File: src/rtl/core/actr_pkg.sv
// ----------------------------------------------------------------------------
// actr_pkg: shared types and AES helpers
// S-box, round constants, round and key-schedule functions, queue entry type.
// ----------------------------------------------------------------------------
`default_nettype none
package actr_pkg;

  localparam int BlockBytes = 16;
  localparam int Rounds     = 10;
  localparam int RndW       = 4;
  localparam int QDepth     = 2;

  localparam logic [0:0] CfgKeyUpper = 1'b0;
  localparam logic [0:0] CfgKeyLower = 1'b1;

  // Queue entry: one classified item handed from front to back
  typedef struct packed {
    logic [127:0] ctr;
    logic [127:0] data;
    logic [15:0]  mask;
    logic [4:0]   nbytes;
    logic         last;
  } job_t;

  function automatic logic [7:0] sbox(input logic [7:0] x);
    logic [7:0] r;
    unique case (x)
      8'h00: r=8'h63; 8'h01: r=8'h7c; 8'h02: r=8'h77; 8'h03: r=8'h7b;
      8'h04: r=8'hf2; 8'h05: r=8'h6b; 8'h06: r=8'h6f; 8'h07: r=8'hc5;
      8'h08: r=8'h30; 8'h09: r=8'h01; 8'h0a: r=8'h67; 8'h0b: r=8'h2b;
      8'h0c: r=8'hfe; 8'h0d: r=8'hd7; 8'h0e: r=8'hab; 8'h0f: r=8'h76;
      8'h10: r=8'hca; 8'h11: r=8'h82; 8'h12: r=8'hc9; 8'h13: r=8'h7d;
      8'h14: r=8'hfa; 8'h15: r=8'h59; 8'h16: r=8'h47; 8'h17: r=8'hf0;
      8'h18: r=8'had; 8'h19: r=8'hd4; 8'h1a: r=8'ha2; 8'h1b: r=8'haf;
      8'h1c: r=8'h9c; 8'h1d: r=8'ha4; 8'h1e: r=8'h72; 8'h1f: r=8'hc0;
      8'h20: r=8'hb7; 8'h21: r=8'hfd; 8'h22: r=8'h93; 8'h23: r=8'h26;
      8'h24: r=8'h36; 8'h25: r=8'h3f; 8'h26: r=8'hf7; 8'h27: r=8'hcc;
      8'h28: r=8'h34; 8'h29: r=8'ha5; 8'h2a: r=8'he5; 8'h2b: r=8'hf1;
      8'h2c: r=8'h71; 8'h2d: r=8'hd8; 8'h2e: r=8'h31; 8'h2f: r=8'h15;
      8'h30: r=8'h04; 8'h31: r=8'hc7; 8'h32: r=8'h23; 8'h33: r=8'hc3;
      8'h34: r=8'h18; 8'h35: r=8'h96; 8'h36: r=8'h05; 8'h37: r=8'h9a;
      8'h38: r=8'h07; 8'h39: r=8'h12; 8'h3a: r=8'h80; 8'h3b: r=8'he2;
      8'h3c: r=8'heb; 8'h3d: r=8'h27; 8'h3e: r=8'hb2; 8'h3f: r=8'h75;
      8'h40: r=8'h09; 8'h41: r=8'h83; 8'h42: r=8'h2c; 8'h43: r=8'h1a;
      8'h44: r=8'h1b; 8'h45: r=8'h6e; 8'h46: r=8'h5a; 8'h47: r=8'ha0;
      8'h48: r=8'h52; 8'h49: r=8'h3b; 8'h4a: r=8'hd6; 8'h4b: r=8'hb3;
      8'h4c: r=8'h29; 8'h4d: r=8'he3; 8'h4e: r=8'h2f; 8'h4f: r=8'h84;
      8'h50: r=8'h53; 8'h51: r=8'hd1; 8'h52: r=8'h00; 8'h53: r=8'hed;
      8'h54: r=8'h20; 8'h55: r=8'hfc; 8'h56: r=8'hb1; 8'h57: r=8'h5b;
      8'h58: r=8'h6a; 8'h59: r=8'hcb; 8'h5a: r=8'hbe; 8'h5b: r=8'h39;
      8'h5c: r=8'h4a; 8'h5d: r=8'h4c; 8'h5e: r=8'h58; 8'h5f: r=8'hcf;
      8'h60: r=8'hd0; 8'h61: r=8'hef; 8'h62: r=8'haa; 8'h63: r=8'hfb;
      8'h64: r=8'h43; 8'h65: r=8'h4d; 8'h66: r=8'h33; 8'h67: r=8'h85;
      8'h68: r=8'h45; 8'h69: r=8'hf9; 8'h6a: r=8'h02; 8'h6b: r=8'h7f;
      8'h6c: r=8'h50; 8'h6d: r=8'h3c; 8'h6e: r=8'h9f; 8'h6f: r=8'ha8;
      8'h70: r=8'h51; 8'h71: r=8'ha3; 8'h72: r=8'h40; 8'h73: r=8'h8f;
      8'h74: r=8'h92; 8'h75: r=8'h9d; 8'h76: r=8'h38; 8'h77: r=8'hf5;
      8'h78: r=8'hbc; 8'h79: r=8'hb6; 8'h7a: r=8'hda; 8'h7b: r=8'h21;
      8'h7c: r=8'h10; 8'h7d: r=8'hff; 8'h7e: r=8'hf3; 8'h7f: r=8'hd2;
      8'h80: r=8'hcd; 8'h81: r=8'h0c; 8'h82: r=8'h13; 8'h83: r=8'hec;
      8'h84: r=8'h5f; 8'h85: r=8'h97; 8'h86: r=8'h44; 8'h87: r=8'h17;
      8'h88: r=8'hc4; 8'h89: r=8'ha7; 8'h8a: r=8'h7e; 8'h8b: r=8'h3d;
      8'h8c: r=8'h64; 8'h8d: r=8'h5d; 8'h8e: r=8'h19; 8'h8f: r=8'h73;
      8'h90: r=8'h60; 8'h91: r=8'h81; 8'h92: r=8'h4f; 8'h93: r=8'hdc;
      8'h94: r=8'h22; 8'h95: r=8'h2a; 8'h96: r=8'h90; 8'h97: r=8'h88;
      8'h98: r=8'h46; 8'h99: r=8'hee; 8'h9a: r=8'hb8; 8'h9b: r=8'h14;
      8'h9c: r=8'hde; 8'h9d: r=8'h5e; 8'h9e: r=8'h0b; 8'h9f: r=8'hdb;
      8'ha0: r=8'he0; 8'ha1: r=8'h32; 8'ha2: r=8'h3a; 8'ha3: r=8'h0a;
      8'ha4: r=8'h49; 8'ha5: r=8'h06; 8'ha6: r=8'h24; 8'ha7: r=8'h5c;
      8'ha8: r=8'hc2; 8'ha9: r=8'hd3; 8'haa: r=8'hac; 8'hab: r=8'h62;
      8'hac: r=8'h91; 8'had: r=8'h95; 8'hae: r=8'he4; 8'haf: r=8'h79;
      8'hb0: r=8'he7; 8'hb1: r=8'hc8; 8'hb2: r=8'h37; 8'hb3: r=8'h6d;
      8'hb4: r=8'h8d; 8'hb5: r=8'hd5; 8'hb6: r=8'h4e; 8'hb7: r=8'ha9;
      8'hb8: r=8'h6c; 8'hb9: r=8'h56; 8'hba: r=8'hf4; 8'hbb: r=8'hea;
      8'hbc: r=8'h65; 8'hbd: r=8'h7a; 8'hbe: r=8'hae; 8'hbf: r=8'h08;
      8'hc0: r=8'hba; 8'hc1: r=8'h78; 8'hc2: r=8'h25; 8'hc3: r=8'h2e;
      8'hc4: r=8'h1c; 8'hc5: r=8'ha6; 8'hc6: r=8'hb4; 8'hc7: r=8'hc6;
      8'hc8: r=8'he8; 8'hc9: r=8'hdd; 8'hca: r=8'h74; 8'hcb: r=8'h1f;
      8'hcc: r=8'h4b; 8'hcd: r=8'hbd; 8'hce: r=8'h8b; 8'hcf: r=8'h8a;
      8'hd0: r=8'h70; 8'hd1: r=8'h3e; 8'hd2: r=8'hb5; 8'hd3: r=8'h66;
      8'hd4: r=8'h48; 8'hd5: r=8'h03; 8'hd6: r=8'hf6; 8'hd7: r=8'h0e;
      8'hd8: r=8'h61; 8'hd9: r=8'h35; 8'hda: r=8'h57; 8'hdb: r=8'hb9;
      8'hdc: r=8'h86; 8'hdd: r=8'hc1; 8'hde: r=8'h1d; 8'hdf: r=8'h9e;
      8'he0: r=8'he1; 8'he1: r=8'hf8; 8'he2: r=8'h98; 8'he3: r=8'h11;
      8'he4: r=8'h69; 8'he5: r=8'hd9; 8'he6: r=8'h8e; 8'he7: r=8'h94;
      8'he8: r=8'h9b; 8'he9: r=8'h1e; 8'hea: r=8'h87; 8'heb: r=8'he9;
      8'hec: r=8'hce; 8'hed: r=8'h55; 8'hee: r=8'h28; 8'hef: r=8'hdf;
      8'hf0: r=8'h8c; 8'hf1: r=8'ha1; 8'hf2: r=8'h89; 8'hf3: r=8'h0d;
      8'hf4: r=8'hbf; 8'hf5: r=8'he6; 8'hf6: r=8'h42; 8'hf7: r=8'h68;
      8'hf8: r=8'h41; 8'hf9: r=8'h99; 8'hfa: r=8'h2d; 8'hfb: r=8'h0f;
      8'hfc: r=8'hb0; 8'hfd: r=8'h54; 8'hfe: r=8'hbb; 8'hff: r=8'h16;
      default: r = 8'h00;
    endcase
    return r;
  endfunction

  // Byte i of a block sits in bits [127-8i -: 8]
  function automatic logic [7:0] byte_of(input logic [127:0] v, input int i);
    return v[127-8*i -: 8];
  endfunction

  function automatic logic [7:0] xtime(input logic [7:0] x);
    return {x[6:0], 1'b0} ^ (x[7] ? 8'h1b : 8'h00);
  endfunction

  // One round: SubBytes, ShiftRows, optional MixColumns, AddRoundKey
  function automatic logic [127:0] aes_round(input logic [127:0] s,
                                              input logic [127:0] rk,
                                              input logic mix);
    logic [7:0] t [16];
    logic [7:0] a0, a1, a2, a3, al;
    logic [127:0] o;
    for (int c = 0; c < 4; c++) begin
      for (int i = 0; i < 4; i++) begin
        t[i+4*c] = sbox(byte_of(s, i + 4*((c+i) & 3)));
      end
    end
    if (mix) begin
      for (int c = 0; c < 4; c++) begin
        a0 = t[4*c]; a1 = t[4*c+1]; a2 = t[4*c+2]; a3 = t[4*c+3];
        al = a0 ^ a1 ^ a2 ^ a3;
        t[4*c]   = a0 ^ al ^ xtime(a0 ^ a1);
        t[4*c+1] = a1 ^ al ^ xtime(a1 ^ a2);
        t[4*c+2] = a2 ^ al ^ xtime(a2 ^ a3);
        t[4*c+3] = a3 ^ al ^ xtime(a3 ^ a0);
      end
    end
    for (int i = 0; i < 16; i++) begin
      o[127-8*i -: 8] = t[i];
    end
    return o ^ rk;
  endfunction

  // Next round key from the previous one
  function automatic logic [127:0] key_step(input logic [127:0] k,
                                             input logic [7:0] rc);
    logic [31:0] w0, w1, w2, w3, t;
    {w0, w1, w2, w3} = k;
    t = {sbox(w3[23:16]) ^ rc, sbox(w3[15:8]), sbox(w3[7:0]), sbox(w3[31:24])};
    w0 = w0 ^ t;
    w1 = w1 ^ w0;
    w2 = w2 ^ w1;
    w3 = w3 ^ w2;
    return {w0, w1, w2, w3};
  endfunction

  function automatic logic [7:0] rc_next(input logic [7:0] rc);
    return xtime(rc);
  endfunction

endpackage
`default_nettype wire

File: src/rtl/core/actr_queue.sv
// ----------------------------------------------------------------------------
// actr_queue: two-entry job queue
// Decouples the input stage from the cipher engine.
// ----------------------------------------------------------------------------
`default_nettype none
module actr_queue (
  input  wire logic           clk,
  input  wire logic           rst_n,
  input  wire logic           push,
  input  wire actr_pkg::job_t push_data,
  output logic                full,
  input  wire logic           pop,
  output actr_pkg::job_t      pop_data,
  output logic                not_empty
);
  import actr_pkg::*;

  job_t       mem_r [QDepth];
  logic       wp_r, wp_nxt, rp_r, rp_nxt;
  logic [1:0] cnt_r, cnt_nxt;

  assign full      = (cnt_r == 2'(QDepth));
  assign not_empty = (cnt_r != 2'd0);
  assign pop_data  = mem_r[rp_r];

  // Advance pointers and count
  always_comb begin
    wp_nxt  = wp_r + 1'(push);
    rp_nxt  = rp_r + 1'(pop);
    cnt_nxt = cnt_r + 2'(push) - 2'(pop);
  end

  always_ff @(posedge clk) begin
    if (!rst_n) begin
      wp_r  <= 1'b0;
      rp_r  <= 1'b0;
      cnt_r <= 2'd0;
    end else begin
      wp_r  <= wp_nxt;
      rp_r  <= rp_nxt;
      cnt_r <= cnt_nxt;
    end
  end

  always_ff @(posedge clk) begin
    if (push) begin
      mem_r[wp_r] <= push_data;
    end
  end

endmodule
`default_nettype wire

File: config.mk
export PLATFORM = sky130hd
export DESIGN_NAME = actr_queue
export DESIGN_NICKNAME = d
export VERILOG_FILES = /design/src/rtl/core/actr_pkg.sv /design/src/rtl/core/actr_queue.sv
export SDC_FILE = /design/constraint.sdc
export NUM_CORES = 1
export LEC_CHECK = 0
export BUFFER_PORTS_ARGS = -buffer_cell sky130_fd_sc_hd__buf_4
export CAP_MARGIN = 30
export CORE_AREA = 2 2 220 222
export CTS_CLUSTER_DIAMETER = 50
export CTS_CLUSTER_SIZE = 20
export DETAILED_ROUTE_END_ITERATION = 7
export DIE_AREA = 0 0 222 224
export PLACE_DENSITY = 0.68
export RECOVER_POWER = 100
export REMOVE_ABC_BUFFERS = 1
export SLEW_MARGIN = 25
export SYNTH_ARGS = -nofsm -noshare
export SYNTH_HDL_FRONTEND = slang
export SYNTH_SLANG_ARGS = --single-unit
File: constraint.sdc
create_clock -name clk -period 20.2 [get_ports clk]
set_input_delay 3.03 -clock clk [delete_from_list [all_inputs] [get_ports clk]]
set_output_delay 3.03 -clock clk [all_outputs]
set_load 0.02 [all_outputs]
---- After elaboration in Yosys (flattened, before gate mapping) ----
Memory sizes are Yosys's and may differ from the RTL's. A register that Yosys moved wholly into a read port is not among the register bits.
Cells that the tools add are included.
word-level totals
  memories kept ........................... 1
  bits in writable memories ............... 556
  output and inout bits ................... 280
  flip-flop bits (word level) ............. 4
memory list
  memory  depth  width  rd ports  clocked after memory_dff  write ports  RTL line          text
  mem_r   2      278    1         1                         1            actr_queue.sv:18  job_t mem_r [QDepth];
cells by class
  muxes and demuxes ....................... 3
  eq/ne operators ......................... 1
  add/subtract/negate cells ............... 4
  reduce and logical (&&, ||, !) cells .... 1
operator list
  kind                                         number
  1-bit two-way mux                            3
  1-bit adder                                  2
  2-bit by 1-bit adder with 2-bit output       1
  2-bit == test, second input constant         1
  2-bit nonzero test                           1
  2-bit by 1-bit subtractor with 2-bit output  1

---- Logic depth before layout (Yosys ltp) ----
  depth after elaboration ................. 2
  depth in mapped cells ................... 6
  gate-level depth less buffers ........... 6

---- Worst setup path after synthesis ----
No wires, ideal clock.
  kind .................................... input -> register
  from .................................... input port push
  to ...................................... memory mem_r[0][0] (netlist name) (enable)
  slack ................................... 10,100 ps
  stages .................................. 1
  setup time .............................. 676 ps
  arrival ................................. 9,424 ps
  data required time ...................... 19,524 ps
  cells stage by stage .................... ha_1
between the ends
  cells in the longest elaborated chain, start to end .. 2
ends and longest elaborated chain
  element                                  RTL line          text
  start: declaration                       actr_queue.sv:9   input wire logic push,
  1-bit two-way mux                        actr_queue.sv:46  if (push) begin
  1-bit two-way mux (implied by the code)  actr_queue.sv:47  mem_r[wp_r] <= push_data;
  end: declaration                         actr_queue.sv:18
No other way between the ends.

==> flow_summary.ini <==
[run_status]
status = complete, but fails checks
failed_checks = max-capacitance violations, max-slew violations

[power]
power.total_mw = 2.69
switching_share_pct = 24.9
worst_ir_drop_vdd_mv = 0.0832
switching_power_uw = 670
power_frac_comb_pct = 13.0
p_int_mw = 2.02
pwr-share-clk_pct = 35.6
power.leakage_nw = 9.39
power_density_nw_per_um2 = 103
power.share.sequential_pct = 51.4

[yosys]
syn_area_um2 = 21100
yosys.area.top_type = edfxtp_1
syn_area_per_cell_um2 = 23.9
ys_seq_elements = 561
yosysTopAreaCellShare_pct = 79.0
ys_warn_count = 0
synth.area.top_cells = edfxtp_1, mux2_4, mux2_2, buf_6, dfxtp_1
synth_cell_types = 13
syn_inst = 886
ys_seq_area_share_pct = 79.5

[place]
numPortBuffers = 561
placed_area_um2 = 26000
post-dp-hpwl_um = 34300
gp_congestion = 0.891

[drt]
wl_um = 48000
route.detailed.drc = 0
first_pass_iters = 5
viasPerCell = 4.91
ant_nets = 0
vias = 10507
drt_iter0_drc = 668
wl_per_cell_um = 22.5

[floorplanning]
rows = 80
core_area_um2 = 47300
initial_core_util_pct = 44.6
die_w_um = 222
num_io_pins = 562
die-area_um2 = 49700
dieHeight_um = 224

[sta]
drv_slew = 765
finalSetupViolations = 0
grt_setup_unrepaired = no
post-route-period-util_pct = 56.9
fin_setup_tns_ns = 0
skew_ns = 0.0177
min_period_ns = 11.49
holdWs_ns = 0.551
hold_viol = 0
slew_headroom_pct = -167
clock.fmax_mhz = 87.1
worstMarginPinSlew_ns = 4.01

[global_routing]
antenna_found_initial = 8
overflow = 0
grtUsageTotal_pct = 18.6
grt_max_degree = 75
grt_pass1_vias = 10884
grt_pass1_wl_um = 68400

[setup_path]
worstPathRequired_ns = 17.17
worstRegToRegCells = 5
r2r-start = wp_r
cp-end-kind = output port
arrival_ns = 8.46
rr_endpoint = mem_r[0][164]
crit_path_max_fanout = 61
critical_path_class = flip-flop to output port
critPathLaunchType = flip-flop
regToRegSetupSlack_ns = 11.72

[cts]
clock-sinks = 561
cts_buffer_depth = 3
insertion_delay_ns = 0.58
cts_resized = 0
cts.clk_slew.worst_paths_ns = 0.08
cts_buffers = 47
htree_levels = 2
cts_tree = yes
cts-root-buf = clkbuf_16
cts_setup_buffers = 0
ctsHoldBuffers = 0

[hold_path]
worstHoldPathCells = 3
min_to = wp_r
hold_path_class = flip-flop to flip-flop
min_from = wp_r

[final_layout]
final_cell_area_um2 = 26300
drive_above_1_share_pct = 37.8
nets = 1768
syn_to_final_growth_pct = 24.2

[run]
cap_violations = 17
sequential cells by signal (all words and copies together) (netlist names), named ones only:
signal and flops:
mem_r 556, cnt_r 2, rp_r 1, wp_r 1
cells in the final DEF (no fill, tap or decap), types with 4 or more instances in the layout:
| cell | instances |
|---|---|
| bufinv_16 | 4 |
| clkbuf_4 | 203 |
| buf_4 | 210 |
| dfxtp_1 | 5 |
| clkinv_2 | 6 |
| mux2_4 | 6 |
| clkbuf_1 | 166 |
| mux2_1 | 203 |
| clkbuf_16 | 49 |
| ha_1 | 4 |
| diode_2 | 5 |
| clkinvlp_4 | 5 |
| edfxtp_1 | 556 |
| mux2_2 | 69 |
| inv_8 | 7 |
| inv_6 | 7 |
Yosys cell counts:
master / n
inv_1: 3
or2_2: 1
nor2b_1: 3
ha_1: 4
dfxtp_1: 5
and2_1: 3
buf_2: 5
mux2_4: 201
xnor3_1: 1
xor2_1: 1
edfxtp_1: 556
buf_6: 26
mux2_2: 77
how the worst max path moves through the flow:
stage / start / end / depth (start not counted) / slack, ns
floorplan: flip-flop / pop_data[0] / 1 / 6.80
global placement: flip-flop / pop_data[249] / 5 / 12.93
detailed placement: flip-flop / pop_data[249] / 5 / 12.85
CTS: flip-flop / pop_data[249] / 5 / 12.18
global route: flip-flop / pop_data[61] / 5 / 7.98
finish: flip-flop / pop_data[61] / 5 / 8.71
power by group through the flow:
stage                     clock network, mW  logic (mW)  registers, mW
after global placement                    0       0.412           1.41
after CTS                             0.985       0.422           1.38
after global routing                   1.03       0.371           1.39
after detailed placement                  0       0.421           1.41
final                                 0.960       0.349           1.39
after floorplan                           0       0.271           1.44
per-layer routing:
metal  GRT usage (%)  routed length (µm)  vias up
met5               0                  44        -
met1            21.1               17400     5213
met2            31.8               24100      471
met4            5.51                1140        6
li1                -                   -     4744
met3            8.17                5250       73
cell families (layout without fill, tap and decap cells):
kind of cell	after synthesis	count (layout)	share of synthesized area, %
xor gates and xnor gates	2	2	0.148
buffers and inverters	34	667	1.56
DFF	561	561	79.5
adders and majority gates	4	4	0.237
and+or+nand+nor	7	7	0.207
muxes	278	278	18.4
other	0	5	0
area by class of cell:
type                       instances  area, µm²
clock buffer                      51       1230
fill                            3891      21100
antenna                            5       12.5
tap                              615        769
timing repair buffer             578       3730
clock inverter                    35        422
inverter                           3       11.3
multi-input combinational        291       3280
sequential                       561      16800
stage by stage:
step / cells / util (%) / setup WS [ns]
detailed placement: 2045 / 54.9 / 12.85
CTS: 2131 / 58.4 / 12.18
finish: 2139 / 55.4 / 8.71
floorplan: 855 / - / 6.80
global route: 2136 / 55.4 / 7.98
global placement: 2041 / 54.7 / 12.93
worst max-delay path, cell delays in order, from the launching register on:
cell and delay (ns):
dfxtp_1 1.96, clkbuf_1 2.28, clkbuf_1 2.22, buf_6 0.60
mux2_1 0.43, buf_4 0.18
Power figures use the tool's default switching activity.
