==> src/rtl/core/actr_pkg.sv <==
// ----------------------------------------------------------------------------
// actr_pkg: shared types and AES helpers
// S-box, round constants, round and key-schedule functions, queue entry type.
// ----------------------------------------------------------------------------
`default_nettype none
package actr_pkg;

  localparam int BlockBytes = 16;
  localparam int Rounds     = 10;
  localparam int RndW       = 4;
  localparam int QDepth     = 2;

  localparam logic [0:0] CfgKeyUpper = 1'b0;
  localparam logic [0:0] CfgKeyLower = 1'b1;

  // Queue entry: one classified item handed from front to back
  typedef struct packed {
    logic [127:0] ctr;
    logic [127:0] data;
    logic [15:0]  mask;
    logic [4:0]   nbytes;
    logic         last;
  } job_t;

  function automatic logic [7:0] sbox(input logic [7:0] x);
    logic [7:0] r;
    unique case (x)
      8'h00: r=8'h63; 8'h01: r=8'h7c; 8'h02: r=8'h77; 8'h03: r=8'h7b;
      8'h04: r=8'hf2; 8'h05: r=8'h6b; 8'h06: r=8'h6f; 8'h07: r=8'hc5;
      8'h08: r=8'h30; 8'h09: r=8'h01; 8'h0a: r=8'h67; 8'h0b: r=8'h2b;
      8'h0c: r=8'hfe; 8'h0d: r=8'hd7; 8'h0e: r=8'hab; 8'h0f: r=8'h76;
      8'h10: r=8'hca; 8'h11: r=8'h82; 8'h12: r=8'hc9; 8'h13: r=8'h7d;
      8'h14: r=8'hfa; 8'h15: r=8'h59; 8'h16: r=8'h47; 8'h17: r=8'hf0;
      8'h18: r=8'had; 8'h19: r=8'hd4; 8'h1a: r=8'ha2; 8'h1b: r=8'haf;
      8'h1c: r=8'h9c; 8'h1d: r=8'ha4; 8'h1e: r=8'h72; 8'h1f: r=8'hc0;
      8'h20: r=8'hb7; 8'h21: r=8'hfd; 8'h22: r=8'h93; 8'h23: r=8'h26;
      8'h24: r=8'h36; 8'h25: r=8'h3f; 8'h26: r=8'hf7; 8'h27: r=8'hcc;
      8'h28: r=8'h34; 8'h29: r=8'ha5; 8'h2a: r=8'he5; 8'h2b: r=8'hf1;
      8'h2c: r=8'h71; 8'h2d: r=8'hd8; 8'h2e: r=8'h31; 8'h2f: r=8'h15;
      8'h30: r=8'h04; 8'h31: r=8'hc7; 8'h32: r=8'h23; 8'h33: r=8'hc3;
      8'h34: r=8'h18; 8'h35: r=8'h96; 8'h36: r=8'h05; 8'h37: r=8'h9a;
      8'h38: r=8'h07; 8'h39: r=8'h12; 8'h3a: r=8'h80; 8'h3b: r=8'he2;
      8'h3c: r=8'heb; 8'h3d: r=8'h27; 8'h3e: r=8'hb2; 8'h3f: r=8'h75;
      8'h40: r=8'h09; 8'h41: r=8'h83; 8'h42: r=8'h2c; 8'h43: r=8'h1a;
      8'h44: r=8'h1b; 8'h45: r=8'h6e; 8'h46: r=8'h5a; 8'h47: r=8'ha0;
      8'h48: r=8'h52; 8'h49: r=8'h3b; 8'h4a: r=8'hd6; 8'h4b: r=8'hb3;
      8'h4c: r=8'h29; 8'h4d: r=8'he3; 8'h4e: r=8'h2f; 8'h4f: r=8'h84;
      8'h50: r=8'h53; 8'h51: r=8'hd1; 8'h52: r=8'h00; 8'h53: r=8'hed;
      8'h54: r=8'h20; 8'h55: r=8'hfc; 8'h56: r=8'hb1; 8'h57: r=8'h5b;
      8'h58: r=8'h6a; 8'h59: r=8'hcb; 8'h5a: r=8'hbe; 8'h5b: r=8'h39;
      8'h5c: r=8'h4a; 8'h5d: r=8'h4c; 8'h5e: r=8'h58; 8'h5f: r=8'hcf;
      8'h60: r=8'hd0; 8'h61: r=8'hef; 8'h62: r=8'haa; 8'h63: r=8'hfb;
      8'h64: r=8'h43; 8'h65: r=8'h4d; 8'h66: r=8'h33; 8'h67: r=8'h85;
      8'h68: r=8'h45; 8'h69: r=8'hf9; 8'h6a: r=8'h02; 8'h6b: r=8'h7f;
      8'h6c: r=8'h50; 8'h6d: r=8'h3c; 8'h6e: r=8'h9f; 8'h6f: r=8'ha8;
      8'h70: r=8'h51; 8'h71: r=8'ha3; 8'h72: r=8'h40; 8'h73: r=8'h8f;
      8'h74: r=8'h92; 8'h75: r=8'h9d; 8'h76: r=8'h38; 8'h77: r=8'hf5;
      8'h78: r=8'hbc; 8'h79: r=8'hb6; 8'h7a: r=8'hda; 8'h7b: r=8'h21;
      8'h7c: r=8'h10; 8'h7d: r=8'hff; 8'h7e: r=8'hf3; 8'h7f: r=8'hd2;
      8'h80: r=8'hcd; 8'h81: r=8'h0c; 8'h82: r=8'h13; 8'h83: r=8'hec;
      8'h84: r=8'h5f; 8'h85: r=8'h97; 8'h86: r=8'h44; 8'h87: r=8'h17;
      8'h88: r=8'hc4; 8'h89: r=8'ha7; 8'h8a: r=8'h7e; 8'h8b: r=8'h3d;
      8'h8c: r=8'h64; 8'h8d: r=8'h5d; 8'h8e: r=8'h19; 8'h8f: r=8'h73;
      8'h90: r=8'h60; 8'h91: r=8'h81; 8'h92: r=8'h4f; 8'h93: r=8'hdc;
      8'h94: r=8'h22; 8'h95: r=8'h2a; 8'h96: r=8'h90; 8'h97: r=8'h88;
      8'h98: r=8'h46; 8'h99: r=8'hee; 8'h9a: r=8'hb8; 8'h9b: r=8'h14;
      8'h9c: r=8'hde; 8'h9d: r=8'h5e; 8'h9e: r=8'h0b; 8'h9f: r=8'hdb;
      8'ha0: r=8'he0; 8'ha1: r=8'h32; 8'ha2: r=8'h3a; 8'ha3: r=8'h0a;
      8'ha4: r=8'h49; 8'ha5: r=8'h06; 8'ha6: r=8'h24; 8'ha7: r=8'h5c;
      8'ha8: r=8'hc2; 8'ha9: r=8'hd3; 8'haa: r=8'hac; 8'hab: r=8'h62;
      8'hac: r=8'h91; 8'had: r=8'h95; 8'hae: r=8'he4; 8'haf: r=8'h79;
      8'hb0: r=8'he7; 8'hb1: r=8'hc8; 8'hb2: r=8'h37; 8'hb3: r=8'h6d;
      8'hb4: r=8'h8d; 8'hb5: r=8'hd5; 8'hb6: r=8'h4e; 8'hb7: r=8'ha9;
      8'hb8: r=8'h6c; 8'hb9: r=8'h56; 8'hba: r=8'hf4; 8'hbb: r=8'hea;
      8'hbc: r=8'h65; 8'hbd: r=8'h7a; 8'hbe: r=8'hae; 8'hbf: r=8'h08;
      8'hc0: r=8'hba; 8'hc1: r=8'h78; 8'hc2: r=8'h25; 8'hc3: r=8'h2e;
      8'hc4: r=8'h1c; 8'hc5: r=8'ha6; 8'hc6: r=8'hb4; 8'hc7: r=8'hc6;
      8'hc8: r=8'he8; 8'hc9: r=8'hdd; 8'hca: r=8'h74; 8'hcb: r=8'h1f;
      8'hcc: r=8'h4b; 8'hcd: r=8'hbd; 8'hce: r=8'h8b; 8'hcf: r=8'h8a;
      8'hd0: r=8'h70; 8'hd1: r=8'h3e; 8'hd2: r=8'hb5; 8'hd3: r=8'h66;
      8'hd4: r=8'h48; 8'hd5: r=8'h03; 8'hd6: r=8'hf6; 8'hd7: r=8'h0e;
      8'hd8: r=8'h61; 8'hd9: r=8'h35; 8'hda: r=8'h57; 8'hdb: r=8'hb9;
      8'hdc: r=8'h86; 8'hdd: r=8'hc1; 8'hde: r=8'h1d; 8'hdf: r=8'h9e;
      8'he0: r=8'he1; 8'he1: r=8'hf8; 8'he2: r=8'h98; 8'he3: r=8'h11;
      8'he4: r=8'h69; 8'he5: r=8'hd9; 8'he6: r=8'h8e; 8'he7: r=8'h94;
      8'he8: r=8'h9b; 8'he9: r=8'h1e; 8'hea: r=8'h87; 8'heb: r=8'he9;
      8'hec: r=8'hce; 8'hed: r=8'h55; 8'hee: r=8'h28; 8'hef: r=8'hdf;
      8'hf0: r=8'h8c; 8'hf1: r=8'ha1; 8'hf2: r=8'h89; 8'hf3: r=8'h0d;
      8'hf4: r=8'hbf; 8'hf5: r=8'he6; 8'hf6: r=8'h42; 8'hf7: r=8'h68;
      8'hf8: r=8'h41; 8'hf9: r=8'h99; 8'hfa: r=8'h2d; 8'hfb: r=8'h0f;
      8'hfc: r=8'hb0; 8'hfd: r=8'h54; 8'hfe: r=8'hbb; 8'hff: r=8'h16;
      default: r = 8'h00;
    endcase
    return r;
  endfunction

  // Byte i of a block sits in bits [127-8i -: 8]
  function automatic logic [7:0] byte_of(input logic [127:0] v, input int i);
    return v[127-8*i -: 8];
  endfunction

  function automatic logic [7:0] xtime(input logic [7:0] x);
    return {x[6:0], 1'b0} ^ (x[7] ? 8'h1b : 8'h00);
  endfunction

  // One round: SubBytes, ShiftRows, optional MixColumns, AddRoundKey
  function automatic logic [127:0] aes_round(input logic [127:0] s,
                                              input logic [127:0] rk,
                                              input logic mix);
    logic [7:0] t [16];
    logic [7:0] a0, a1, a2, a3, al;
    logic [127:0] o;
    for (int c = 0; c < 4; c++) begin
      for (int i = 0; i < 4; i++) begin
        t[i+4*c] = sbox(byte_of(s, i + 4*((c+i) & 3)));
      end
    end
    if (mix) begin
      for (int c = 0; c < 4; c++) begin
        a0 = t[4*c]; a1 = t[4*c+1]; a2 = t[4*c+2]; a3 = t[4*c+3];
        al = a0 ^ a1 ^ a2 ^ a3;
        t[4*c]   = a0 ^ al ^ xtime(a0 ^ a1);
        t[4*c+1] = a1 ^ al ^ xtime(a1 ^ a2);
        t[4*c+2] = a2 ^ al ^ xtime(a2 ^ a3);
        t[4*c+3] = a3 ^ al ^ xtime(a3 ^ a0);
      end
    end
    for (int i = 0; i < 16; i++) begin
      o[127-8*i -: 8] = t[i];
    end
    return o ^ rk;
  endfunction

  // Next round key from the previous one
  function automatic logic [127:0] key_step(input logic [127:0] k,
                                             input logic [7:0] rc);
    logic [31:0] w0, w1, w2, w3, t;
    {w0, w1, w2, w3} = k;
    t = {sbox(w3[23:16]) ^ rc, sbox(w3[15:8]), sbox(w3[7:0]), sbox(w3[31:24])};
    w0 = w0 ^ t;
    w1 = w1 ^ w0;
    w2 = w2 ^ w1;
    w3 = w3 ^ w2;
    return {w0, w1, w2, w3};
  endfunction

  function automatic logic [7:0] rc_next(input logic [7:0] rc);
    return xtime(rc);
  endfunction

endpackage
`default_nettype wire

==> src/rtl/core/actr_front.sv <==
// ----------------------------------------------------------------------------
// actr_front: input stage
// Accepts blocks, binds each to the current counter, builds the byte mask
// and advances the counter, or clears it after a last block.
// ----------------------------------------------------------------------------
`default_nettype none
module actr_front (
  input  wire logic             clk,
  input  wire logic             rst_n,
  input  wire logic             in_valid,
  output logic                  in_ready,
  input  wire logic [63:0]      in_cipher_upper,
  input  wire logic [63:0]      in_cipher_lower,
  input  wire logic [4:0]       in_valid_bytes,
  input  wire logic             in_last_block,
  output logic                  job_push,
  output actr_pkg::job_t        job_data,
  input  wire logic             job_full
);
  import actr_pkg::*;

  logic [63:0] ctr_top_r, ctr_top_nxt;
  logic [63:0] ctr_bot_r, ctr_bot_nxt;
  logic        acc;

  assign in_ready = !job_full;
  assign acc      = in_valid && in_ready;
  assign job_push = acc;

  // Build the byte mask: byte i kept when i < count
  always_comb begin
    job_data.ctr    = {ctr_top_r, ctr_bot_r};
    job_data.data   = {in_cipher_upper, in_cipher_lower};
    job_data.nbytes = in_valid_bytes;
    job_data.last   = in_last_block;
    for (int i = 0; i < 16; i++) begin
      job_data.mask[15-i] = (in_valid_bytes > 5'(i));
    end
  end

  // Advance counter, or clear it after a last block; byte 0 never takes a carry
  always_comb begin
    ctr_top_nxt = ctr_top_r;
    ctr_bot_nxt = ctr_bot_r;
    if (acc) begin
      if (in_last_block) begin
        ctr_top_nxt = '0;
        ctr_bot_nxt = '0;
      end else begin
        ctr_bot_nxt = ctr_bot_r + 64'd1;
        if (ctr_bot_r == '1) begin
          ctr_top_nxt = {ctr_top_r[63:56], ctr_top_r[55:0] + 56'd1};
        end
      end
    end
  end

  always_ff @(posedge clk) begin
    if (!rst_n) begin
      ctr_top_r <= '0;
      ctr_bot_r <= '0;
    end else begin
      ctr_top_r <= ctr_top_nxt;
      ctr_bot_r <= ctr_bot_nxt;
    end
  end

endmodule
`default_nettype wire

==> config.mk <==
export PLATFORM = sky130hd
export DESIGN_NAME = actr_front
export DESIGN_NICKNAME = d
export VERILOG_FILES = /design/src/rtl/core/actr_pkg.sv /design/src/rtl/core/actr_front.sv
export SDC_FILE = /design/constraint.sdc
export NUM_CORES = 1
export LEC_CHECK = 0
export ABC_AREA = 1
export BUFFER_PORTS_ARGS = -buffer_cell sky130_fd_sc_hd__clkbuf_2
export CAP_MARGIN = 5
export CORE_MARGIN = 1.5
export CORE_UTILIZATION = 30
export CTS_CLUSTER_SIZE = 28
export DETAILED_ROUTE_END_ITERATION = 12
export GPL_TIMING_DRIVEN = 1
export SLEW_MARGIN = 40
export SYNTH_ARGS = -nofsm -noshare
export SYNTH_HDL_FRONTEND = slang
export SYNTH_SLANG_ARGS = --single-unit
==> constraint.sdc <==
create_clock -name clk -period 5.7 [get_ports clk]
set_input_delay 0.285 -clock clk [delete_from_list [all_inputs] [get_ports clk]]
set_output_delay 0.285 -clock clk [all_outputs]
set_load 0.1 [all_outputs]
==> Word level (Yosys, flattened, before mapping) <==
Cells that the tools add are included.
{ "op_classes": {"div": 0, "n_lt_le_gt_ge": 16, "shifts": 0, "n_bitwise": 0, "n_reduce_logical": 5, "mul": 0, "n_eq_ne": 1, "n_addsub": 2, "n_mux": 3} }
{ "op_table": {"columns": ["cell", "n"], "rows": [
  ["2-to-1 mux 64 bit", 2],
  ["adder 64 x 1 -> 64 bit (second input constant)", 1],
  ["== test 64 bit (second input constant)", 1],
  ["adder 56 x 1 -> 56 bit (second input constant)", 1],
  ["2-to-1 mux 56 bit", 1],
  ["> comparator 5 x 4 -> 1 bit (second input constant)", 8],
  ["> comparator 5 x 3 -> 1 bit (second input constant)", 4],
  ["> comparator 5 x 1 -> 1 bit (second input constant)", 2],
  ["> comparator 5 x 2 -> 1 bit (second input constant)", 2],
  ["AND reduction 2 bit", 2],
  ["nonzero test 2 bit", 1],
  ["logical AND 1 bit", 1],
  ["zero test 1 bit", 1]
]} }
{ "word_totals": {"output_inout_bits": 280, "reg_bits": 128, "latchBits": 0, "wordCells": 30, "in_bits": 138, "memories": 0, "ram_bits": 0, "romBits": 0} }

==> Logic depth before layout (Yosys ltp) <==
Gate-level depths: netlist of run 1.
{ "depth": {"word_depth": 3, "depth_mapped": 12} }

==> Worst setup path before layout of run 1 <==
Ideal clock, no wire load.
{ "synth_timing": {"path_kind": "input -> output", "from": "in in_valid_bytes[2]", "to": "out job_data[9] in the netlist's numbering", "n_path_buf": 0, "arrival_time_ps": 2485, "cell_stages": 2, "slack_ps": 2930, "required_ps": 5415, "path_cell_list": "nand2_1 > o21ai_0"} }
{ "synth_lines": {"columns": ["item", "line", "text"], "rows": [
  ["from (decl)", "actr_front.sv:14", "input wire logic [4:0] in_valid_bytes,"],
  ["to (decl)", "actr_front.sv:17", "output actr_pkg::job_t job_data,"]
]} }

==> Final worst setup path of run 1 <==
{ "layout_timing": {"from": "reg ctr_bot_r[0]", "to": "reg ctr_top_r[50]"} }
{ "layout_via": {"elab_chain_cells": 3} }
{ "layout_rtl": {"columns": ["item", "line", "text"], "rows": [
  ["from (decl)", "actr_front.sv:23", "logic [63:0] ctr_bot_r, ctr_bot_nxt;"],
  ["from (signal assigned)", "actr_front.sv:64", "ctr_bot_r <= ctr_bot_nxt;"],
  ["== test 64 bit", "actr_front.sv:51", "if (ctr_bot_r == '1) begin"],
  ["nonzero test 2 bit (no line)", null, null],
  ["AND reduction 2 bit (no line)", null, null],
  ["to (signal assigned)", "actr_front.sv:63", "ctr_top_r <= ctr_top_nxt;"],
  ["to (decl)", "actr_front.sv:22", "logic [63:0] ctr_top_r, ctr_top_nxt;"]
]} }
No other way between the ends.
A chain may end at the register's enable or synchronous reset.

==> flow_summary.ini, run 1 <==
[place]
port_buffers = 153
dp_hpwl_mm = 23.4
place_ws_ns = 2.69
routabilityCongestion = 0.917

[global_route]
grt_pass1_wl_mm = 48.6
grt_max_degree = 49
gr-total-overflow = 0
grtUsageTotal = 0.188
grt_pass1_vias = 8893
antenna_found_initial = 0

[route]
dr.first_iter.drc_count = 864
num_vias = 9738
wl_per_cell_um = 15.5
vias_per_cell = 4.91
detail_route.wirelength_mm = 30.8
antenna_left = 0
drc = 0
first_pass_iters = 5

[sta]
maxSlewViolCount = 0
slew_headroom = 0.453
tns_ns = 0
setup_violations = 0
hold_violations = 0
rsz0062_at_grt = no
final.period_utilization = 0.522
finalWorstSetupSlack_ns = 2.73
fin_crit_ns = 2.97
skew_ns = 0.00861
worst_pin_slew_ns = 0.817
fmax_mhz = 336
fin_hold_ws_ns = 0.257

[synthesis]
netlist_area_um2 = 9380
yosys-top-cells-area = dfxtp_1 26%, nand2_1 16%, buf_4 12%, nor2_1 11%, inv_1 7.0%
synth_fa_ha_area_frac = 0.00267
synth.distinct_cells = 40
synthFlopType = dfxtp_1
synth_seq_cells = 120
syn_avg_cell_area_um2 = 5.97
synth_mux_area_frac = 0
synth_xor_area_frac = 0.00840
synth_simple_gate_area_frac = 0.440
synth_commonest_cells = 401 x nand2_1, 281 x nor2_1, 175 x inv_1
syn_inst = 1571
async_flop_share = 0
synth_top_family_by_area = simple AND/OR/NAND/NOR gates
synth_warnings = 0
synth_compound_area_frac = 0.0843
yosysMostFrequentCell = nand2_1
synth_top_area_share = 0.256
synth-edff-count = 0
yosysTopAreaCell = dfxtp_1
yosysSeqAreaShare = 0.256

[floorplanning]
rows = 64
die_x_um = 180
dieArea_um2 = 32300
initial_core_util = 0.306
ios = 418
die_y_um = 180
core-area_um2 = 30700

[clocking]
clock_path_buffers = 2
cts_tree = yes
clk_pin_slew_ns = 0.06
cts_setup_buffers = 0
root_buffer = clkbuf_16
ctsResizeCount = 0
htree_levels = 4
cts_buffers = 17
holdBufCountCts = 0
clock_latency_ns = 0.44
clock-sinks = 120

[worst_setup_path]
r2r_slack_ns = 2.73
crit_end = ctr_top_r[50]$_SDFFE_PN0P_
path_depth = 10
r2r-end = ctr_top_r[50]$_SDFFE_PN0P_
critPathMaxFanout = 48
crit_buf_inv = 1
crit_path_end_kind = flop
r2r-start = ctr_bot_r[0]$_SDFFE_PN0P_
critPathRequiredTime_ns = 6.03
worstRegToRegCells = 10
critPathArrivalTime_ns = 3.30
slowest_stage = nand2_4
cp_cell_sequence = ha_1 > nand3_1 > nor2_4 > nand3_2 > nor2_4 > nand3_4 > nand2_4 > nand2_1 > inv_1 > nor2_1
slowest_delay_ns = 0.63
startpoint_type = flop
crit_start = ctr_bot_r[0]$_SDFFE_PN0P_
crit_type = reg2reg
critPathTopFamily = simple AND/OR/NAND/NOR gates
critPathMostFrequentCell = nor2_4

[min_path]
hold_path.class = in2reg
worstHoldPathCells = 3

[cells_and_area]
nets = 1717
fill_cells = 3427
seqCellArea_um2 = 2400
area.growth.synth_to_final_pct = 6.48
multi_input_comb_area_um2 = 5060
n_antenna_cell = 0
layout-drive-gt1-share = 0.168

[flow_run]
cap_violations = 0

[power_and_ir_drop]
leakage_nw = 4.13
ir_drop_v = 0.000218
power_density_nw_per_um2 = 219

[run_status]
status = completed
[report_power, final]
part | total [mW] | switching [mW] | internal (mW)
registers | 0.864 | 0.0148 | 0.849
clock network | 1.05 | 0.413 | 0.634
logic | 0.274 | 0.237 | 0.0372
[flip-flops by register name, summed over array words and instances (netlist names)]
name / count
ctr_bot_r: 64
ctr_top_r: 56
[through the flow]
stage | std cells | utilization | instance area (um2) | power (mW)
after floorplan | 1578 | - | 9410 | 1.54
after global placement | 1954 | 0.308 | 9430 | 1.15
after detailed placement | 1954 | 0.308 | 9440 | 1.16
after CTS | 1985 | 0.326 | 9990 | 2.20
after global routing | 1985 | 0.326 | 9990 | 2.25
final | 1985 | 0.326 | 9990 | 2.18
[routing by layer]
layer  up-vias  share of wire  global-route usage
met1      4416           0.43               0.238
met5         -              0                   0
li1       4843              -                   -
met2       411           0.47               0.312
met4         0          0.021              0.0630
met3        68          0.076              0.0462
[tightest hold or removal path: cells and delay by family]
kind	cells	cell delay [ns]
buffers and inverters	1	0.10
AOI/OAI and AO/OA	1	0.09
and+or+nand+nor	1	0.17
[cell families after synthesis]
kind of cell | count (synthesis)
buffers and inverters | 358
AOI/OAI and AO/OA | 139
and+or+nand+nor | 942
other | 1
xor gates and xnor gates | 9
DFF | 120
adders and majority gates | 2
[layout make-up]
type,instances,area share
timing repair buffer,159,0.0812
tap,396,0.0496
inverter,179,0.0673
clock inverter,10,0.0105
multi-input combinational,1100,0.507
clock buffer,21,0.0441
sequential,120,0.241
[layout by cell type (no fill, tap or decap), types with 2 or more instances in the layout]
| cell type | count |
|---|---|
| a211oi_1 | 2 |
| a21oi_1 | 73 |
| a21oi_2 | 16 |
| a31oi_1 | 2 |
| and3_1 | 3 |
| buf_4 | 6 |
| bufinv_16 | 2 |
| clkbuf_1 | 4 |
| clkbuf_16 | 17 |
| clkbuf_2 | 153 |
| clkinv_2 | 6 |
| clkinvlp_4 | 2 |
| conb_1 | 8 |
| dfxtp_1 | 120 |
| ha_1 | 2 |
| inv_1 | 174 |
| inv_2 | 4 |
| nand2_1 | 400 |
| nand2_2 | 23 |
| nand3_1 | 117 |
| nand3_2 | 11 |
| nand3b_1 | 6 |
| nand4_1 | 48 |
| nor2_1 | 281 |
| nor2_2 | 16 |
| nor2_4 | 7 |
| nor3_1 | 22 |
| nor3b_1 | 3 |
| nor4_1 | 2 |
| o21a_1 | 7 |
| o21ai_0 | 33 |
| o21ai_1 | 3 |
| xor2_1 | 8 |
[how the worst min path moves through the flow]
stage,startpoint,slack [ns],endpoint
2_1_floorplan,in_valid,0.55,ctr_bot_r[2]$_SDFFE_PN0P_
3_3_place_gp,ctr_bot_r[22]$_SDFFE_PN0P_,0.48,ctr_bot_r[22]$_SDFFE_PN0P_
3_5_place_dp,ctr_bot_r[22]$_SDFFE_PN0P_,0.48,ctr_bot_r[22]$_SDFFE_PN0P_
4_1_cts,in_valid,0.26,ctr_bot_r[2]$_SDFFE_PN0P_
5_1_grt,in_valid,0.28,ctr_bot_r[2]$_SDFFE_PN0P_
6_report,in_valid,0.26,ctr_bot_r[2]$_SDFFE_PN0P_
Power figures use the tool's default switching activity.
==> run 2, diff against run 1 <==
==> constraint.sdc (replaced) <==
create_clock -name clk -period 3.03 [get_ports clk]
set_input_delay 0.1515 -clock clk [delete_from_list [all_inputs] [get_ports clk]]
set_output_delay 0.1515 -clock clk [all_outputs]
set_load 0.1 [all_outputs]
==> run 2 against run 1 <==
  * Total power increased by 110%
  * Global-route usage rose by 0.20 points
  * First-iteration DRC count down 8.6%
  * Hold slack got worse by 0.25 ns
  * Non-clock buffer count increased by 7
  * Critical path type unchanged
  * Fmax is 16% higher
  * Clock-buffer cell count grew 1
  * Largest power group unchanged
  * Critical endpoint is now ctr_top_r[49]$_SDFFE_PN0P_
  * Final area grew 1.9%
  * Combinational power grew 89%
  * Via count increased by 0.45%
  * Flip-flop and latch count unchanged
  * Cell count is 0.40% higher
==> flow_summary.ini, run 2 (synthesized netlist as in run 1, its figures left out) <==
[run_status]
status = completed

[sta]
hold_violations = 0
slew_headroom = 0.529
tns_ns = 0
worst_pin_slew_ns = 0.704
finalWorstSetupSlack_ns = 0.463
fin_crit_ns = 2.57
rsz0062_at_grt = no
maxSlewViolCount = 0
setup_violations = 0
skew_ns = 0.00710
fmax_mhz = 390
final.period_utilization = 0.847

[clocking]
clk_pin_slew_ns = 0.06
cts_buffers = 17
clock_latency_ns = 0.44
clock_path_buffers = 2
cts_setup_buffers = 0
cts_tree = yes
clock-sinks = 120
holdBufCountCts = 0
ctsResizeCount = 0
htree_levels = 4
root_buffer = clkbuf_16

[route]
vias_per_cell = 4.91
wl_per_cell_um = 15.7
first_pass_iters = 7
antenna_left = 0
num_vias = 9782
dr.first_iter.drc_count = 790
drc = 0
detail_route.wirelength_mm = 31.2

[cells_and_area]
top_regs = ctr_bot_r x64, ctr_top_r x56
seqCellArea_um2 = 2400
largest_reg_flops = 64
area.growth.synth_to_final_pct = 8.51
layout-drive-gt1-share = 0.175
nets = 1724
largest_register = ctr_bot_r
layout_commonest_cell = nand2_1
final_cell_mix = 400 x nand2_1, 281 x nor2_1, 174 x inv_1, 153 x clkbuf_2, 120 x dfxtp_1
multi_input_comb_area_um2 = 5060
n_antenna_cell = 0
fill_cells = 3393

[worst_setup_path]
critPathRequiredTime_ns = 3.37
slowest_delay_ns = 0.50
startpoint_type = flop
crit_type = reg2reg
critPathMostFrequentCell = nor2_4
crit_path_end_kind = flop
cp_cell_sequence = ha_1 > nand3_1 > nor2_4 > nand3_2 > nor2_4 > nand3_4 > nand2_4 > nand2_1 > inv_1 > nor2_1
critPathMaxFanout = 27
slowest_stage = nand2_4
critPathArrivalTime_ns = 2.91

[floorplanning]
core-area_um2 = 30700
die_x_um = 180
die_y_um = 180
ios = 418
dieArea_um2 = 32300
rows = 64
initial_core_util = 0.306

[global_route]
antenna_found_initial = 0
grt_pass1_wl_mm = 48.9
grt_pass1_vias = 9015
gr-total-overflow = 0
grt_max_degree = 49
grtUsageTotal = 0.190

[place]
port_buffers = 153
dp_hpwl_mm = 23.7
place_ws_ns = 0.480
routabilityCongestion = 0.928

[power_and_ir_drop]
leakage_nw = 4.22
swShare = 0.285
ir_drop_v = 0.000366
power.clock.fraction = 0.527
pwr-share-seq = 0.359
power_density_nw_per_um2 = 445
comb_power_share = 0.115
switchingPower_mw = 1.29
intPower_mw = 3.24

[flow_run]
cap_violations = 0

[min_path]
hold_path.class = in2reg
[run 2: area by class of cell]
type | count | share of cell area
clock buffer | 22 | 0.0486
timing repair buffer | 166 | 0.0848
multi-input combinational | 1100 | 0.497
tap | 396 | 0.0487
inverter | 179 | 0.0660
sequential | 120 | 0.236
clock inverter | 10 | 0.0186
[run 2: final timing paths]
path,start,to,slack (ns),cells past startpoint
setup reg to reg,ctr_bot_r[0]$_SDFFE_PN0P_,ctr_top_r[49]$_SDFFE_PN0P_,0.46,10
hold reg to reg,ctr_bot_r[37]$_SDFFE_PN0P_,ctr_bot_r[37]$_SDFFE_PN0P_,0.49,1
hold / removal,rst_n,ctr_top_r[0]$_SDFFE_PN0P_,0.01,3
setup / recovery,ctr_bot_r[0]$_SDFFE_PN0P_,ctr_top_r[49]$_SDFFE_PN0P_,0.46,10
[run 2: worst max-delay path: cells and delay by family (launching register included)]
| family | cells | cell delay, ns |
|---|---|---|
| simple gates | 8 | 1.75 |
| flops | 1 | 0.40 |
| fa+ha+maj | 1 | 0.23 |
| buf+inv | 1 | 0.07 |
[run 2: layer usage]
layer  vias up  part of all wire  GRT usage  wire, um
li1       4838                 -          -         -
met1      4373              0.42      0.234     13000
met2       473              0.46      0.312     14400
met3        98             0.088     0.0490      2760
met4         0             0.035     0.0840      1100
met5         -                 0          0         0
[run 2: power groups by stage]
stage | registers [mW] | clock network [mW] | logic (mW)
4_1_cts | 1.63 | 2.42 | 0.521
2_1_floorplan | 1.78 | 0 | 1.12
3_5_place_dp | 1.66 | 0 | 0.520
6_report | 1.63 | 2.39 | 0.519
3_3_place_gp | 1.66 | 0 | 0.516
5_1_grt | 1.63 | 2.48 | 0.547
[run 2: stage by stage]
step | std cells | total power, mW | area, um2 | hold WS [ns] | utilization
after floorplan | 1578 | 2.89 | 9410 | 0.416 | -
after global placement | 1961 | 2.18 | 9490 | 0.304 | 0.309
after detailed placement | 1961 | 2.18 | 9490 | 0.304 | 0.310
after CTS | 1993 | 4.57 | 10200 | 0.00413 | 0.332
after global routing | 1993 | 4.66 | 10200 | 0.0221 | 0.332
final | 1993 | 4.53 | 10200 | 0.0111 | 0.332
